<file path="src/hdl/tdec_pkg.sv">
// Shared types, constants and color helpers for the 4x4 texture block decoder.
`timescale 1ns / 1ps

package tdec_pkg;

    localparam int unsigned IDX_W     = 32;
    localparam int unsigned COLOR_W   = 15;
    localparam int unsigned CH_W      = 8;
    localparam int unsigned N_COLORS  = 4;
    localparam int unsigned CNT_W     = 4;

    // Last texel of a block: row 3, column 3
    localparam logic [CNT_W-1:0] CNT_LAST = 4'd15;

    // Palette color that stands for transparent white
    localparam logic [COLOR_W-1:0] WHITE_15 = 15'h7FFF;

    // Output format codes
    localparam logic FMT_8BIT = 1'b0;
    localparam logic FMT_6BIT = 1'b1;

    typedef enum logic [1:0] {
        MODE_TRANSP = 2'd0,
        MODE_AVG    = 2'd1,
        MODE_FOUR   = 2'd2,
        MODE_BLEND  = 2'd3
    } t_blend_mode;

    typedef struct packed {
        logic [CH_W-1:0] r;
        logic [CH_W-1:0] g;
        logic [CH_W-1:0] b;
        logic [CH_W-1:0] a;
    } t_texel;

    typedef t_texel [N_COLORS-1:0] t_palette;

    // One decoded block handed from the palette stage to the texel emitter
    typedef struct packed {
        logic [IDX_W-1:0] indices;
        t_palette         pal;
    } t_block;

    // Widen a 5-bit channel to 8 bits by bit replication
    function automatic logic [CH_W-1:0] widen5(input logic [4:0] c);
        return {c, c[4:2]};
    endfunction

    // Expand a 15-bit color; opaque selects alpha 255 or 0
    function automatic t_texel from15(input logic [COLOR_W-1:0] c, input logic opaque);
        t_texel t;
        t.r = widen5(c[4:0]);
        t.g = widen5(c[9:5]);
        t.b = widen5(c[14:10]);
        t.a = opaque ? 8'hFF : 8'h00;
        return t;
    endfunction

    // 5:3 blend of two 8-bit channels back to 5 bits
    function automatic logic [4:0] blend53(input logic [CH_W-1:0] x, input logic [CH_W-1:0] y);
        logic [10:0] s;
        s = {3'b000, x} * 11'd5 + {3'b000, y} * 11'd3;
        return s[10:6];
    endfunction

    // 5:3 blend of two colors, returned as an opaque expanded color
    function automatic t_texel blend_color(input t_texel p, input t_texel q);
        logic [COLOR_W-1:0] c;
        c = {blend53(p.b, q.b), blend53(p.g, q.g), blend53(p.r, q.r)};
        return from15(c, 1'b1);
    endfunction

    // Per-channel average with no carry between channels
    function automatic logic [CH_W-1:0] avg8(input logic [CH_W-1:0] x, input logic [CH_W-1:0] y);
        logic [CH_W:0] s;
        s = {1'b0, x} + {1'b0, y};
        return s[CH_W:1];
    endfunction

    // Narrow to 6-bit channels and 5-bit alpha
    function automatic t_texel narrow(input t_texel t);
        t_texel n;
        n.r = {2'b00, t.r[7:2]};
        n.g = {2'b00, t.g[7:2]};
        n.b = {2'b00, t.b[7:2]};
        n.a = {3'b000, t.a[7:3]};
        return n;
    endfunction

endpackage

</file>
<file path="src/hdl/tdec_ifs.sv">
// Valid/ready channel interfaces for compressed blocks and decoded texels.
`timescale 1ns / 1ps

interface tdec_blk_if;
    logic        valid;
    logic        ready;
    logic [31:0] texel_indices;
    logic [1:0]  blend_mode;
    logic [14:0] color_zero;
    logic [14:0] color_one;
    logic [14:0] color_two;
    logic [14:0] color_three;
    logic        past_slot_end;

    modport source (
        output valid, texel_indices, blend_mode, color_zero, color_one,
               color_two, color_three, past_slot_end,
        input  ready
    );
    modport sink (
        input  valid, texel_indices, blend_mode, color_zero, color_one,
               color_two, color_three, past_slot_end,
        output ready
    );
endinterface

interface tdec_tex_if;
    logic       valid;
    logic       ready;
    logic [1:0] texel_row;
    logic [1:0] texel_column;
    logic [7:0] red;
    logic [7:0] green;
    logic [7:0] blue;
    logic [7:0] alpha;
    logic       last_texel;

    modport source (
        output valid, texel_row, texel_column, red, green, blue, alpha, last_texel,
        input  ready
    );
    modport sink (
        input  valid, texel_row, texel_column, red, green, blue, alpha, last_texel,
        output ready
    );
endinterface

</file>
<file path="src/hdl/tdec_palette_stage.sv">
// Builds the four-color palette of a block and holds it in a register.
`timescale 1ns / 1ps

module tdec_palette_stage (
    input  logic            i_clk,
    input  logic            i_rst_n,
    input  logic            i_output_format,
    tdec_blk_if.sink        i_blk,
    output logic            o_pal_valid,
    input  logic            i_pal_ready,
    output tdec_pkg::t_block o_pal
);

    logic              r_valid;
    tdec_pkg::t_block  r_blk;
    tdec_pkg::t_block  n_blk;
    tdec_pkg::t_palette pal;
    logic              take;

    // Take a new word when empty or when the emitter drains this one
    assign i_blk.ready = !r_valid || i_pal_ready;
    assign take        = i_blk.valid && i_blk.ready;

    // Build the palette from the incoming word
    always_comb begin
        pal[0] = tdec_pkg::from15(i_blk.color_zero, 1'b1);
        pal[1] = tdec_pkg::from15(i_blk.color_one, 1'b1);
        unique case (tdec_pkg::t_blend_mode'(i_blk.blend_mode))
            tdec_pkg::MODE_TRANSP: begin
                pal[2] = tdec_pkg::from15(i_blk.color_two, 1'b1);
                pal[3] = tdec_pkg::from15(tdec_pkg::WHITE_15, 1'b0);
            end
            tdec_pkg::MODE_AVG: begin
                pal[2].r = tdec_pkg::avg8(pal[0].r, pal[1].r);
                pal[2].g = tdec_pkg::avg8(pal[0].g, pal[1].g);
                pal[2].b = tdec_pkg::avg8(pal[0].b, pal[1].b);
                pal[2].a = 8'hFF;
                pal[3]   = tdec_pkg::from15(tdec_pkg::WHITE_15, 1'b0);
            end
            tdec_pkg::MODE_FOUR: begin
                pal[2] = tdec_pkg::from15(i_blk.color_two, 1'b1);
                pal[3] = tdec_pkg::from15(i_blk.color_three, 1'b1);
            end
            tdec_pkg::MODE_BLEND: begin
                pal[2] = tdec_pkg::blend_color(pal[0], pal[1]);
                pal[3] = tdec_pkg::blend_color(pal[1], pal[0]);
            end
            default: begin
                pal[2] = '0;
                pal[3] = '0;
            end
        endcase

        n_blk.indices = i_blk.texel_indices;
        for (int k = 0; k < tdec_pkg::N_COLORS; k++) begin
            if (i_blk.past_slot_end) begin
                n_blk.pal[k] = '0;
            end else if (i_output_format == tdec_pkg::FMT_6BIT) begin
                n_blk.pal[k] = tdec_pkg::narrow(pal[k]);
            end else begin
                n_blk.pal[k] = pal[k];
            end
        end
    end

    // Hold the palette until the emitter takes it
    always_ff @(posedge i_clk) begin
        if (!i_rst_n) begin
            r_valid <= 1'b0;
        end else if (take) begin
            r_valid <= 1'b1;
        end else if (i_pal_ready) begin
            r_valid <= 1'b0;
        end
    end

    always_ff @(posedge i_clk) begin
        if (take) begin
            r_blk <= n_blk;
        end
    end

    assign o_pal_valid = r_valid;
    assign o_pal       = r_blk;

endmodule

</file>
<file path="src/hdl/tdec_texel_emit.sv">
// Walks a decoded block and sends its sixteen texels through an output register.
`timescale 1ns / 1ps

module tdec_texel_emit (
    input  logic             i_clk,
    input  logic             i_rst_n,
    input  logic             i_pal_valid,
    output logic             o_pal_ready,
    input  tdec_pkg::t_block i_pal,
    tdec_tex_if.source       o_tex
);

    logic                       r_blk_valid;
    tdec_pkg::t_block           r_blk;
    logic [tdec_pkg::CNT_W-1:0] r_cnt;
    logic                       r_out_valid;
    tdec_pkg::t_texel           r_texel;
    logic [tdec_pkg::CNT_W-1:0] r_out_cnt;
    logic                       out_load;
    logic                       blk_load;
    logic                       blk_done;
    logic [1:0]                 sel;

    // Advance when the output register is free or drains this cycle
    assign out_load    = r_blk_valid && (!r_out_valid || o_tex.ready);
    assign blk_done    = out_load && (r_cnt == tdec_pkg::CNT_LAST);
    assign blk_load    = i_pal_valid && (!r_blk_valid || blk_done);
    assign o_pal_ready = !r_blk_valid || blk_done;

    assign sel = r_blk.indices[{r_cnt, 1'b0} +: 2];

    // Block holder and texel counter
    always_ff @(posedge i_clk) begin
        if (!i_rst_n) begin
            r_blk_valid <= 1'b0;
            r_cnt       <= '0;
        end else begin
            if (blk_load) begin
                r_blk_valid <= 1'b1;
            end else if (blk_done) begin
                r_blk_valid <= 1'b0;
            end
            if (out_load) begin
                r_cnt <= r_cnt + 1'b1;
            end
        end
    end

    always_ff @(posedge i_clk) begin
        if (blk_load) begin
            r_blk <= i_pal;
        end
    end

    // Output register valid
    always_ff @(posedge i_clk) begin
        if (!i_rst_n) begin
            r_out_valid <= 1'b0;
        end else if (out_load) begin
            r_out_valid <= 1'b1;
        end else if (o_tex.ready) begin
            r_out_valid <= 1'b0;
        end
    end

    // Output register payload
    always_ff @(posedge i_clk) begin
        if (out_load) begin
            r_texel   <= r_blk.pal[sel];
            r_out_cnt <= r_cnt;
        end
    end

    assign o_tex.valid        = r_out_valid;
    assign o_tex.texel_row    = r_out_cnt[3:2];
    assign o_tex.texel_column = r_out_cnt[1:0];
    assign o_tex.red          = r_texel.r;
    assign o_tex.green        = r_texel.g;
    assign o_tex.blue         = r_texel.b;
    assign o_tex.alpha        = r_texel.a;
    assign o_tex.last_texel   = (r_out_cnt == tdec_pkg::CNT_LAST);

endmodule

</file>
<file path="src/hdl/compressed_4x4_texture_block_decode.sv">
// Top level of the 4x4 compressed texture block decoder.
// Path: palette register, emitter block register, then the texel output register.
// The emitter sends one texel per cycle while the texel sink holds ready; a block is sixteen texels.
// A block word is taken while the previous block is still being sent out.
// Reset (synchronous, active low) empties all stages and sets the output format to 8-bit.
`timescale 1ns / 1ps

module compressed_4x4_texture_block_decode (
    input  logic        i_clk,
    input  logic        i_rst_n,
    input  logic        i_cfg_we,
    input  logic        i_cfg_wdata,
    tdec_blk_if.sink    i_blk,
    tdec_tex_if.source  o_tex
);

    logic             r_output_format;
    logic             pal_valid;
    logic             pal_ready;
    tdec_pkg::t_block pal;

    // Output format register
    always_ff @(posedge i_clk) begin
        if (!i_rst_n) begin
            r_output_format <= tdec_pkg::FMT_8BIT;
        end else if (i_cfg_we) begin
            r_output_format <= i_cfg_wdata;
        end
    end

    tdec_palette_stage u_palette (
        .i_clk           (i_clk),
        .i_rst_n         (i_rst_n),
        .i_output_format (r_output_format),
        .i_blk           (i_blk),
        .o_pal_valid     (pal_valid),
        .i_pal_ready     (pal_ready),
        .o_pal           (pal)
    );

    tdec_texel_emit u_emit (
        .i_clk       (i_clk),
        .i_rst_n     (i_rst_n),
        .i_pal_valid (pal_valid),
        .o_pal_ready (pal_ready),
        .i_pal       (pal),
        .o_tex       (o_tex)
    );

endmodule

</file>
<file path="src/flat_wrapper.sv">
// flat-port wrapper written by rule: the top's interface ports become plain ports
module compressed_4x4_texture_block_decode_flat 
  (i_clk, i_rst_n, i_cfg_we, i_cfg_wdata, i_blk_valid, i_blk_texel_indices, i_blk_blend_mode, i_blk_color_zero, i_blk_color_one, i_blk_color_two, i_blk_color_three, i_blk_past_slot_end, i_blk_ready, o_tex_valid, o_tex_texel_row, o_tex_texel_column, o_tex_red, o_tex_green, o_tex_blue, o_tex_alpha, o_tex_last_texel, o_tex_ready);
  tdec_blk_if i_blk_i ();
  tdec_tex_if o_tex_i ();
  input  logic i_clk;
  input  logic i_rst_n;
  input  logic i_cfg_we;
  input  logic i_cfg_wdata;
  input wire logic [$bits(i_blk_i.valid)-1:0] i_blk_valid;
  input wire logic [$bits(i_blk_i.texel_indices)-1:0] i_blk_texel_indices;
  input wire logic [$bits(i_blk_i.blend_mode)-1:0] i_blk_blend_mode;
  input wire logic [$bits(i_blk_i.color_zero)-1:0] i_blk_color_zero;
  input wire logic [$bits(i_blk_i.color_one)-1:0] i_blk_color_one;
  input wire logic [$bits(i_blk_i.color_two)-1:0] i_blk_color_two;
  input wire logic [$bits(i_blk_i.color_three)-1:0] i_blk_color_three;
  input wire logic [$bits(i_blk_i.past_slot_end)-1:0] i_blk_past_slot_end;
  output wire logic [$bits(i_blk_i.ready)-1:0] i_blk_ready;
  output wire logic [$bits(o_tex_i.valid)-1:0] o_tex_valid;
  output wire logic [$bits(o_tex_i.texel_row)-1:0] o_tex_texel_row;
  output wire logic [$bits(o_tex_i.texel_column)-1:0] o_tex_texel_column;
  output wire logic [$bits(o_tex_i.red)-1:0] o_tex_red;
  output wire logic [$bits(o_tex_i.green)-1:0] o_tex_green;
  output wire logic [$bits(o_tex_i.blue)-1:0] o_tex_blue;
  output wire logic [$bits(o_tex_i.alpha)-1:0] o_tex_alpha;
  output wire logic [$bits(o_tex_i.last_texel)-1:0] o_tex_last_texel;
  input wire logic [$bits(o_tex_i.ready)-1:0] o_tex_ready;
  assign i_blk_i.valid = i_blk_valid;
  assign i_blk_i.texel_indices = i_blk_texel_indices;
  assign i_blk_i.blend_mode = i_blk_blend_mode;
  assign i_blk_i.color_zero = i_blk_color_zero;
  assign i_blk_i.color_one = i_blk_color_one;
  assign i_blk_i.color_two = i_blk_color_two;
  assign i_blk_i.color_three = i_blk_color_three;
  assign i_blk_i.past_slot_end = i_blk_past_slot_end;
  assign i_blk_ready = i_blk_i.ready;
  assign o_tex_valid = o_tex_i.valid;
  assign o_tex_texel_row = o_tex_i.texel_row;
  assign o_tex_texel_column = o_tex_i.texel_column;
  assign o_tex_red = o_tex_i.red;
  assign o_tex_green = o_tex_i.green;
  assign o_tex_blue = o_tex_i.blue;
  assign o_tex_alpha = o_tex_i.alpha;
  assign o_tex_last_texel = o_tex_i.last_texel;
  assign o_tex_i.ready = o_tex_ready;
  compressed_4x4_texture_block_decode u_core (.i_clk(i_clk), .i_rst_n(i_rst_n), .i_cfg_we(i_cfg_we), .i_cfg_wdata(i_cfg_wdata), .i_blk(i_blk_i), .o_tex(o_tex_i));
endmodule
</file>
<file path="config.mk">
export PLATFORM = sky130hd
export DESIGN_NAME = compressed_4x4_texture_block_decode_flat
export DESIGN_NICKNAME = d
export VERILOG_FILES = /design/src/hdl/tdec_pkg.sv /design/src/hdl/tdec_ifs.sv /design/src/hdl/tdec_palette_stage.sv /design/src/hdl/tdec_texel_emit.sv /design/src/hdl/compressed_4x4_texture_block_decode.sv /design/src/flat_wrapper.sv
export SDC_FILE = /design/constraint.sdc
export NUM_CORES = 1
export LEC_CHECK = 0
export ABC_CLOCK_PERIOD_IN_PS = 15650
export BUFFER_PORTS_ARGS = -buffer_cell sky130_fd_sc_hd__buf_2
export CORE_ASPECT_RATIO = 0.8
export CORE_MARGIN = 2
export CORE_UTILIZATION = 49
export DETAILED_ROUTE_END_ITERATION = 16
export PLACE_DENSITY = 0.67
export SYNTH_ARGS = -nofsm -noshare
export SYNTH_HDL_FRONTEND = slang
export SYNTH_SLANG_ARGS = --single-unit
</file>
<file path="constraint.sdc">
create_clock -name i_clk -period 15.65 [get_ports i_clk]
set_input_delay 3.9125 -clock i_clk [delete_from_list [all_inputs] [get_ports i_clk]]
set_output_delay 3.9125 -clock i_clk [all_outputs]
set_load 0.05 [all_outputs]
</file>
; Word-level counts from Yosys, hierarchy flattened
; Cells that the tools add are included.
[totals]
elab_cells = 115
in_bits = 101
regBits = 364
[op_classes]
shift = 1
n_mul = 12
magnitude_cmp = 1
muxes = 13
n_addsub = 10
n_reduce_logical = 15
n_eq_ne = 5
[ops]
columns = operator, n
row1 = one-hot mux 64 bit (4 select lines), 1
row2 = two-way mux 30 bit, 4
row3 = adder 11 x 10 -> 11 bit, 6
row4 = "multiplier 8 x 3 -> 11 bit, second input constant", 6
row5 = binary-select mux 32 bit (select 2 bit), 1
row6 = "multiplier 8 x 2 -> 10 bit, second input constant", 6
row7 = two-way mux 32 bit, 1
row8 = variable part select 32 x 6 -> 2 bit, 1
row9 = adder 8 x 8 -> 9 bit, 3
row10 = "== test 4 bit, second input constant", 2
row11 = two-way mux 1 bit, 6
row12 = nonzero test 2 bit, 3
row13 = "adder 4 x 1 -> 4 bit, second input constant", 1
row14 = "== test 2 bit, second input constant", 2
row15 = logical AND 1 bit, 4
row16 = logical NOT 1 bit, 3
row17 = logical OR 1 bit, 3
row18 = "< comparator 2 x 3 -> 1 bit, second input constant", 1
row19 = "== test 2 x 1 -> 1 bit, second input constant", 1
row20 = logical NOT 2 bit, 1
row21 = OR reduction 2 bit, 1

; Depth between registers and ports, before layout
; Gate-level depths: netlist of run 1.
[depth]
word_depth = 8
depth_mapped = 15
mapped_depth_nobuf = 14

; Hierarchy
; From an unflattened synthesis of run 1, not the netlist that was laid out.
[hier_totals]
cells_unflattened = 1633
area_unflattened_um2 = 19621.3
[by_module_without_submodules]
columns = module, area_per_inst_um2, seq_area_each_um2, cells_per_inst, instances
row1 = tdec_palette_stage, 11130.7, 3743.6, 1074, 1
row2 = tdec_texel_emit, 8454.4, 6005.8, 556, 1
row3 = compressed_4x4_texture_block_decode, 36.3, 20.0, 3, 1

; Worst setup path after synthesis of run 1
; OpenSTA, ideal clock, no wires.
[synth_path]
path_kind = input-to-reg
start = in o_tex_ready
end = reg u_core.u_palette.r_blk, in the netlist u_core.u_palette.o_pal[102], enable pin
path_slack_ns = 3.483
arrival_ns = 11.519
setup_ns = 0.648
cell_stages = 6
n_path_buf = 1
path_cell_list = nor2b_1 > nor2b_1 > clkbuf_1 > nand2_1 > o21a_1 > a21oi_1
[synth_between]
elab_chain_len = 6
[synth_lines]
columns = item, line
row1 = start: declaration, flat_wrapper.sv:27  ; input wire logic [$bits(o_tex_i.ready)-1:0] o_tex_ready;
row2 = logical OR 1 bit, tdec_texel_emit.sv:25  ; assign out_load = r_blk_valid && (!r_out_valid || o_tex.ready);
row3 = logical AND 1 bit, tdec_texel_emit.sv:25
row4 = named net u_core.u_emit.out_load, tdec_texel_emit.sv:19  ; logic out_load;
row5 = logical AND 1 bit, tdec_texel_emit.sv:26  ; assign blk_done = out_load && (r_cnt == tdec_pkg::CNT_LAST);
row6 = logical OR 1 bit, tdec_texel_emit.sv:28  ; assign o_pal_ready = !r_blk_valid || blk_done;
row7 = logical OR 1 bit, tdec_palette_stage.sv:21  ; assign i_blk.ready = !r_valid || i_pal_ready;
row8 = logical AND 1 bit, tdec_palette_stage.sv:22  ; assign take = i_blk.valid && i_blk.ready;
row9 = named net u_core.u_palette.take, tdec_palette_stage.sv:18  ; logic take;
row10 = end signal: assignment, tdec_palette_stage.sv:79  ; r_blk <= n_blk;
row11 = end: declaration, tdec_palette_stage.sv:15  ; tdec_pkg::t_block r_blk;
; The timed path passes the listed nets, and every way through them passes these cells.
; A chain may end at the register's enable or synchronous reset.

; Worst setup path after layout of run 1
[layout_path]
start = in o_tex_ready
end = out i_blk_ready
[layout_between]
elab_chain_len = 5
[layout_lines]
columns = item, line
row1 = logical OR 1 bit, tdec_texel_emit.sv:25
row2 = logical AND 1 bit, tdec_texel_emit.sv:25
row3 = logical AND 1 bit, tdec_texel_emit.sv:26
row4 = logical OR 1 bit, tdec_texel_emit.sv:28
row5 = logical OR 1 bit, tdec_palette_stage.sv:21
row6 = end: declaration, flat_wrapper.sv:18  ; output wire logic [$bits(i_blk_i.ready)-1:0] i_blk_ready;
; No other way between the ends.

==> impl_results.md, run 1 <==
* Crit end category: primary output
* Max frequency at 103.2 MHz
* CTS Buf Count at 27
* First-pass GRT wire length at 58,740 um
* Post-CTS Repair Setup Buffers at 0
* Chip height at about 170 um
* Share of cells above drive strength 1 at 0.1539
* PortBufs at between 100 and 150
* Layout area overhead at 11.54%
* Maximum VDD drop at about 0.000086 V
* Hold path depth at 0
* Setup violations, final at 0
* Core Box Area at 0.03378 sq mm
* Final ANT Viol Nets at 0
* Synth Instances at 1,356
* Clk slew on worst S/H paths at 0.06 ns
* Sw Share at 0.3082
* Total length of routed wires at 37,860 um
* Depth of the most critical reg-to-reg path at 6
* P_leak at 8.024 nW
* Unrepaired setup endpoints after global routing: no
* Top FF cell, synth: edfxtp_1
* Num ports at 140
* GRT Total Usage at 0.2120
* Wire per inst at between 15 and 20 um
* Max cap viols at 0
* Syn_area_per_cell at 12.46 sq um
* Initial DRT Pass Iterations at 5
* Slew headroom at 0.2416
* Post-route clock period utilization at 0.6192
* TNS Setup at 0 ns
* CP Launch Type: input port
* Fillcell total at 2,812
* Clock network power share at 0.279
* Post-route cell area at 0.01885 sq mm
* Asr flop ratio synth at 0
* Fin nets at 1,792
* CP max FO at 34
* Clk sinks at ~290
* Number of synthesized flops with an enable pin at around 280
* Post-DP HPWL at between 20,000 and 30,000 um
* Psw at 0.6820 mW
* Synth top area cells: edfxtp_1 (49%), ha_1 (10%), fa_1 (8.2%), mux2i_1 (5.5%), inv_1 (4.1%)
* Starting Density at 0.5001
* Final Hold Viols at 0
* Clock root cell: clkbuf_16
* Clk buf depth at 3
* H-tree depth at 1
* Via count at around 11,000
* Initial DRC Count at 922
* Final Max Tran Viols at 0
* Sequential power share at 0.419
* Synth cell types at 71
* Seq/Total Area, Yosys at 0.5036
* Vias in the first global route at 10,330
* Run status: finished, final reports clean
* Yosys warns at 0
* Placed instance area at 0.01800 sq mm
* PwrDens at about 120 mW/mm^2
* Minimum clock period at 9.691 ns
* Area leader, netlist: edfxtp_1
* Die area at 0.03599 sq mm
* Flops & latches, synth at about 290
* Min-delay worst type: flip-flop to flip-flop
* Crit path DAT at 5.78 ns
* Syn Nets at 1,662
* Synth top area share at 0.4941
* Initial antenna violation count at 0
* Largest net degree at the start of global routing at approximately 90
* Core Rows at 60
* TritonCTS clock tree: done
* CP required at 11.74 ns
* DIE WIDTH at 211.6 um
* P_int at 1.531 mW
* Worst-Margin Slew at 1.138 ns
* # hold bufs at CTS at 0
* Mapped Area at 0.01690 sq mm
* Clk_skew at 0.01129 ns
* Diode count at 0
* Most frequent cells after synthesis: edfxtp_1 (278), inv_1 (183), ha_1 (136)
* Post-CTS sizing at 0
* DRC Markers at 0
* Worst skew pair latency at about 0.53 ns
* Comb pwr share at 0.302
* Total gr overflow at 0
* Setup CP Type: input port to primary output
* Drt via density at 5.584
* Most common cell in the netlist: edfxtp_1
* Final GP Congestion at 0.9068
-- kinds of logic after synthesis --
family          after synthesis  synth area share
simple gates                244           0.07042
flops                       286            0.5036
compound gates              253            0.1022
buf+inv                     235           0.05732
mux                         111           0.07264
xor+xnor                     22           0.01140
fa+ha+maj                   205            0.1825
-- worst max-delay path, stage by stage --
cell,delay [ns]
buf_2,0.08
nor2b_1,0.06
nor2b_4,0.79
nand2_1,0.23
o21a_1,0.33
nand2_1,0.11
buf_2,0.26
-- worst paths after layout --
path                                                  start                        to  slack, ns
worst max-delay path                            o_tex_ready               i_blk_ready       5.96
worst min-delay path            u_core.u_palette.o_pal[143]  u_core.u_emit.r_blk[143]       0.41
worst min register to register  u_core.u_palette.o_pal[143]  u_core.u_emit.r_blk[143]       0.41
worst max register to register    u_core.u_emit.o_tex.valid   u_core.u_emit.r_blk[75]      11.58
-- final cells by class --
class                      count  area (sq um)  area share
clock inverter                11         113.9    0.006041
inverter                     184         690.7     0.03665
sequential                   286          8509      0.4515
multi-input combinational    835          7466      0.3961
clock buffer                  39         730.7     0.03877
timing repair buffer         152         793.3     0.04209
tap                          434         543.0     0.02881
-- state kept, by name (all words and copies together), names as in the netlist --
register and flops:
u_core.u_emit.r_blk 124, u_core.u_palette.o_pal 124, u_core.u_emit.o_tex.blue 8, u_core.u_emit.o_tex.green 8, u_core.u_emit.o_tex.red 8, u_core.u_emit.r_cnt 4, u_core.u_emit.r_out_cnt 4, u_core.u_emit.o_tex.alpha 2
u_core.r_output_format 1, u_core.u_emit.o_tex.valid 1, u_core.u_emit.r_blk_valid 1, u_core.u_palette.o_pal_valid 1
-- metal layers --
metal / GRT usage / wire (um) / part of all wire / vias to the layer above
li1: - / - / - / 5205
met1: 0.3400 / 18770 / 0.50 / 5203
met2: 0.3062 / 15920 / 0.42 / 395
met3: 0.03248 / 2728 / 0.072 / 36
met4: 0.03552 / 435 / 0.011 / 0
met5: 0 / 0 / 0 / -
-- stage by stage --
| stage | utilization | power [mW] | setup WS, ns | hold slack, ns | std cells |
|---|---|---|---|---|---|
| floorplan | - | 1.437 | 3.483 | 0.4003 | 1356 |
| global placement | 0.5329 | 1.584 | 5.978 | 0.4005 | 1891 |
| detailed placement | 0.5329 | 1.603 | 5.909 | 0.4045 | 1891 |
| CTS | 0.5579 | 2.223 | 5.906 | 0.4138 | 1941 |
| global route | 0.5579 | 2.343 | 5.803 | 0.4226 | 1941 |
| finish | 0.5579 | 2.213 | 5.959 | 0.4125 | 1941 |
-- placed cells by master (no fill, tap or decap), types with 9 or more instances in the layout --
cell type  Yosys  final
nor2_1        91     91
edfxtp_1     278    278
clkbuf_16      0     27
fa_1          69     69
nor2b_1       11      9
a211oi_1      20     20
mux2i_1       92     92
xnor2_1       14     14
o21ai_0       46     46
o21bai_1       9      9
mux2_2        10     10
a21oi_1       56     54
inv_1        183    183
buf_2          5    139
buf_4          7     13
nand2_1       42     42
ha_1         136    136
nor3_1        20     20
nand2b_1       9      9
o22ai_1       24     24
a21o_1        17     17
clkbuf_1      28     11
nand3_1       15     15
-- power groups by stage --
stage / Combinational (mW) / Clock [mW] / Sequential, mW
after global placement: 0.643 / 0 / 0.941
after global routing: 0.750 / 0.662 / 0.931
after floorplan: 0.475 / 0 / 0.962
final: 0.669 / 0.617 / 0.926
after detailed placement: 0.660 / 0 / 0.943
after CTS: 0.664 / 0.632 / 0.927
(Power assumes the default switching activity.)
==> inputs of run 2 (changes only) <==
- ABC_CLOCK_PERIOD_IN_PS: 15650 -> 8390
- PLACE_DENSITY: 0.67 -> 0.7
- clock period: 15.65 -> 8.39 ns (I/O delays scaled with it)
==> run 2 against run 1 <==
Utilization grew 0.37 points. Die area unchanged. First-iteration DRC count grew 10%. Highest routed layer unchanged. Clock power rose by 110%. Global-route usage up 0.52 points. Hold slack got worse by 0.0049 ns.
==> impl_results.md, run 2 (same netlist as run 1, synthesis figures left out) <==
* Post-CTS Repair Setup Buffers at 0
* DRC Markers at 0
* Total length of routed wires at 38,700 um
* Sw Share at 0.3118
* Wire per inst at 19.89 um
* Max frequency at 164.6 MHz
* Clk sinks at approximately 290
* Fin nets at 1,795
* Chip height at 170.1 um
* Most common cell after layout, fill and taps aside: edfxtp_1
* Post-DP HPWL at 28,730 um
* Final Max Tran Viols at 0
* Min-delay worst type: flip-flop to flip-flop
* Clk_skew at 0.02214 ns
* Largest net degree at the start of global routing at 125
* Most frequent cells in the layout: edfxtp_1 (278), inv_1 (183), buf_2 (139), ha_1 (136), mux2i_1 (92)
* Crit-path max cell delay at ~0.8 ns
* DIE WIDTH at 211.6 um
* Final ANT Viol Nets at 0
* Crit end category: primary output
* Share of cells above drive strength 1 at 0.1574
* Initial DRC Count at 1,017
* Run status: finished, final reports clean
* Bufs and invs on worst path at 2
* Via count at 11,070
* # hold bufs at CTS at 0
* Vias in the first global route at 10,590
* Layout area overhead at 12.28%
* Final GP Congestion at slightly above 0.9
* PortBufs at 139
* CP required at between 6 and 7 ns
* P_int at 2.923 mW
* Finished Layout Cells at 1,946
* PwrDens at 223.9 mW/mm^2
* CP Launch Type: input port
* Clk buf depth at 3
* Initial antenna violation count at 0
* Clock root cell: clkbuf_16
* Drt via density at about 5.7
* CTS Buf Count at 29
* Num ports at 140
* Setup CP Type: input port to primary output
* Clk slew on worst S/H paths at 0.06 ns
* Post-route clock period utilization at 0.7241
* Minimum clock period at around 6 ns
* Diode count at 0
* Worst skew pair latency at roughly 0.56 ns
* Clock network power share at 0.298
* Total gr overflow at 0
* Core Rows at 60
* H-tree depth at 1
* Initial DRT Pass Iterations at 8
* P_leak at 8.078 nW
* Core Box Area at about 0.034 sq mm
* Crit-path leading delay family: simple AND/OR/NAND/NOR gates
* Worst setup margin at 2.315 ns
* GRT Total Usage at 0.2173
* CP max FO at 34
* Unrepaired setup endpoints after global routing: no
* Starting Density at 0.5001
* Maximum VDD drop at ~0.00013 V
* Psw at 1.325 mW
* Post-CTS sizing at 0
* Slowest stage cell, crit path: nor2b_4
* Pre-CTS WS at 2.121 ns
* Sequential power share at 0.407
* Max cap viols at 0
* Slew headroom at 0.2065
* Crit path DAT at around 4.0 ns
* First-pass GRT wire length at ~60,000 um
* Die area at roughly 0.036 sq mm
* Worst-Margin Slew at 1.160 ns
* TNS Setup at 0 ns
* Final Hold Viols at 0
* Comb pwr share at 0.295
* CP cell instances: buf_2 -> nor2b_1 -> nor2b_4 -> nand2_1 -> o21a_1 -> nand2_1 -> buf_2
* Fin util at 0.5616
* Setup violations, final at 0
* Fillcell total at 2,833
* Placed insts at 1,892
* TritonCTS clock tree: done
* Worst hold slack at just over 0.4 ns
==> run 2: worst paths after layout <==
path	start	to	slack, ns	cells after the start
setup reg to reg	u_core.u_emit.o_tex.valid	u_core.u_emit.r_blk[15]	4.93	6
setup / recovery	o_tex_ready	i_blk_ready	2.31	7
hold reg to reg	u_core.u_palette.o_pal[124]	u_core.u_emit.r_blk[124]	0.41	0
hold / removal	u_core.u_palette.o_pal[124]	u_core.u_emit.r_blk[124]	0.41	0
==> run 2: final cells by class <==
| class | instances | area (sq um) | area share |
|---|---|---|---|
| tap | 434 | 543.0 | 0.02862 |
| timing repair buffer | 153 | 813.3 | 0.04287 |
| clock buffer | 34 | 744.5 | 0.03924 |
| clock inverter | 20 | 205.2 | 0.01082 |
| inverter | 184 | 690.7 | 0.03640 |
| multi-input combinational | 835 | 7466 | 0.3935 |
| sequential | 286 | 8509 | 0.4485 |
==> run 2: power by group through the flow <==
stage	sequential (mW)	clock (mW)	combinational [mW]
after floorplan	1.79	0	0.887
after global placement	1.76	0	1.21
after detailed placement	1.76	0	1.24
after CTS	1.73	1.29	1.24
after global routing	1.74	1.35	1.40
final	1.73	1.27	1.25
==> run 2: per-layer routing <==
| metal | global-route usage | up-vias | part of all wire |
|---|---|---|---|
| met4 | 0.05052 | 0 | 0.020 |
| met1 | 0.3391 | 5334 | 0.48 |
| li1 | - | 5204 | - |
| met2 | 0.3148 | 472 | 0.42 |
| met5 | 0 | - | 0 |
| met3 | 0.03765 | 59 | 0.077 |
==> run 2: stage by stage <==
stage / cell area (sq um) / total power, mW
detailed placement: 18020 / 2.995
CTS: 18970 / 4.265
global placement: 18020 / 2.962
finish: 18970 / 4.248
global route: 18970 / 4.482
floorplan: 16900 / 2.674
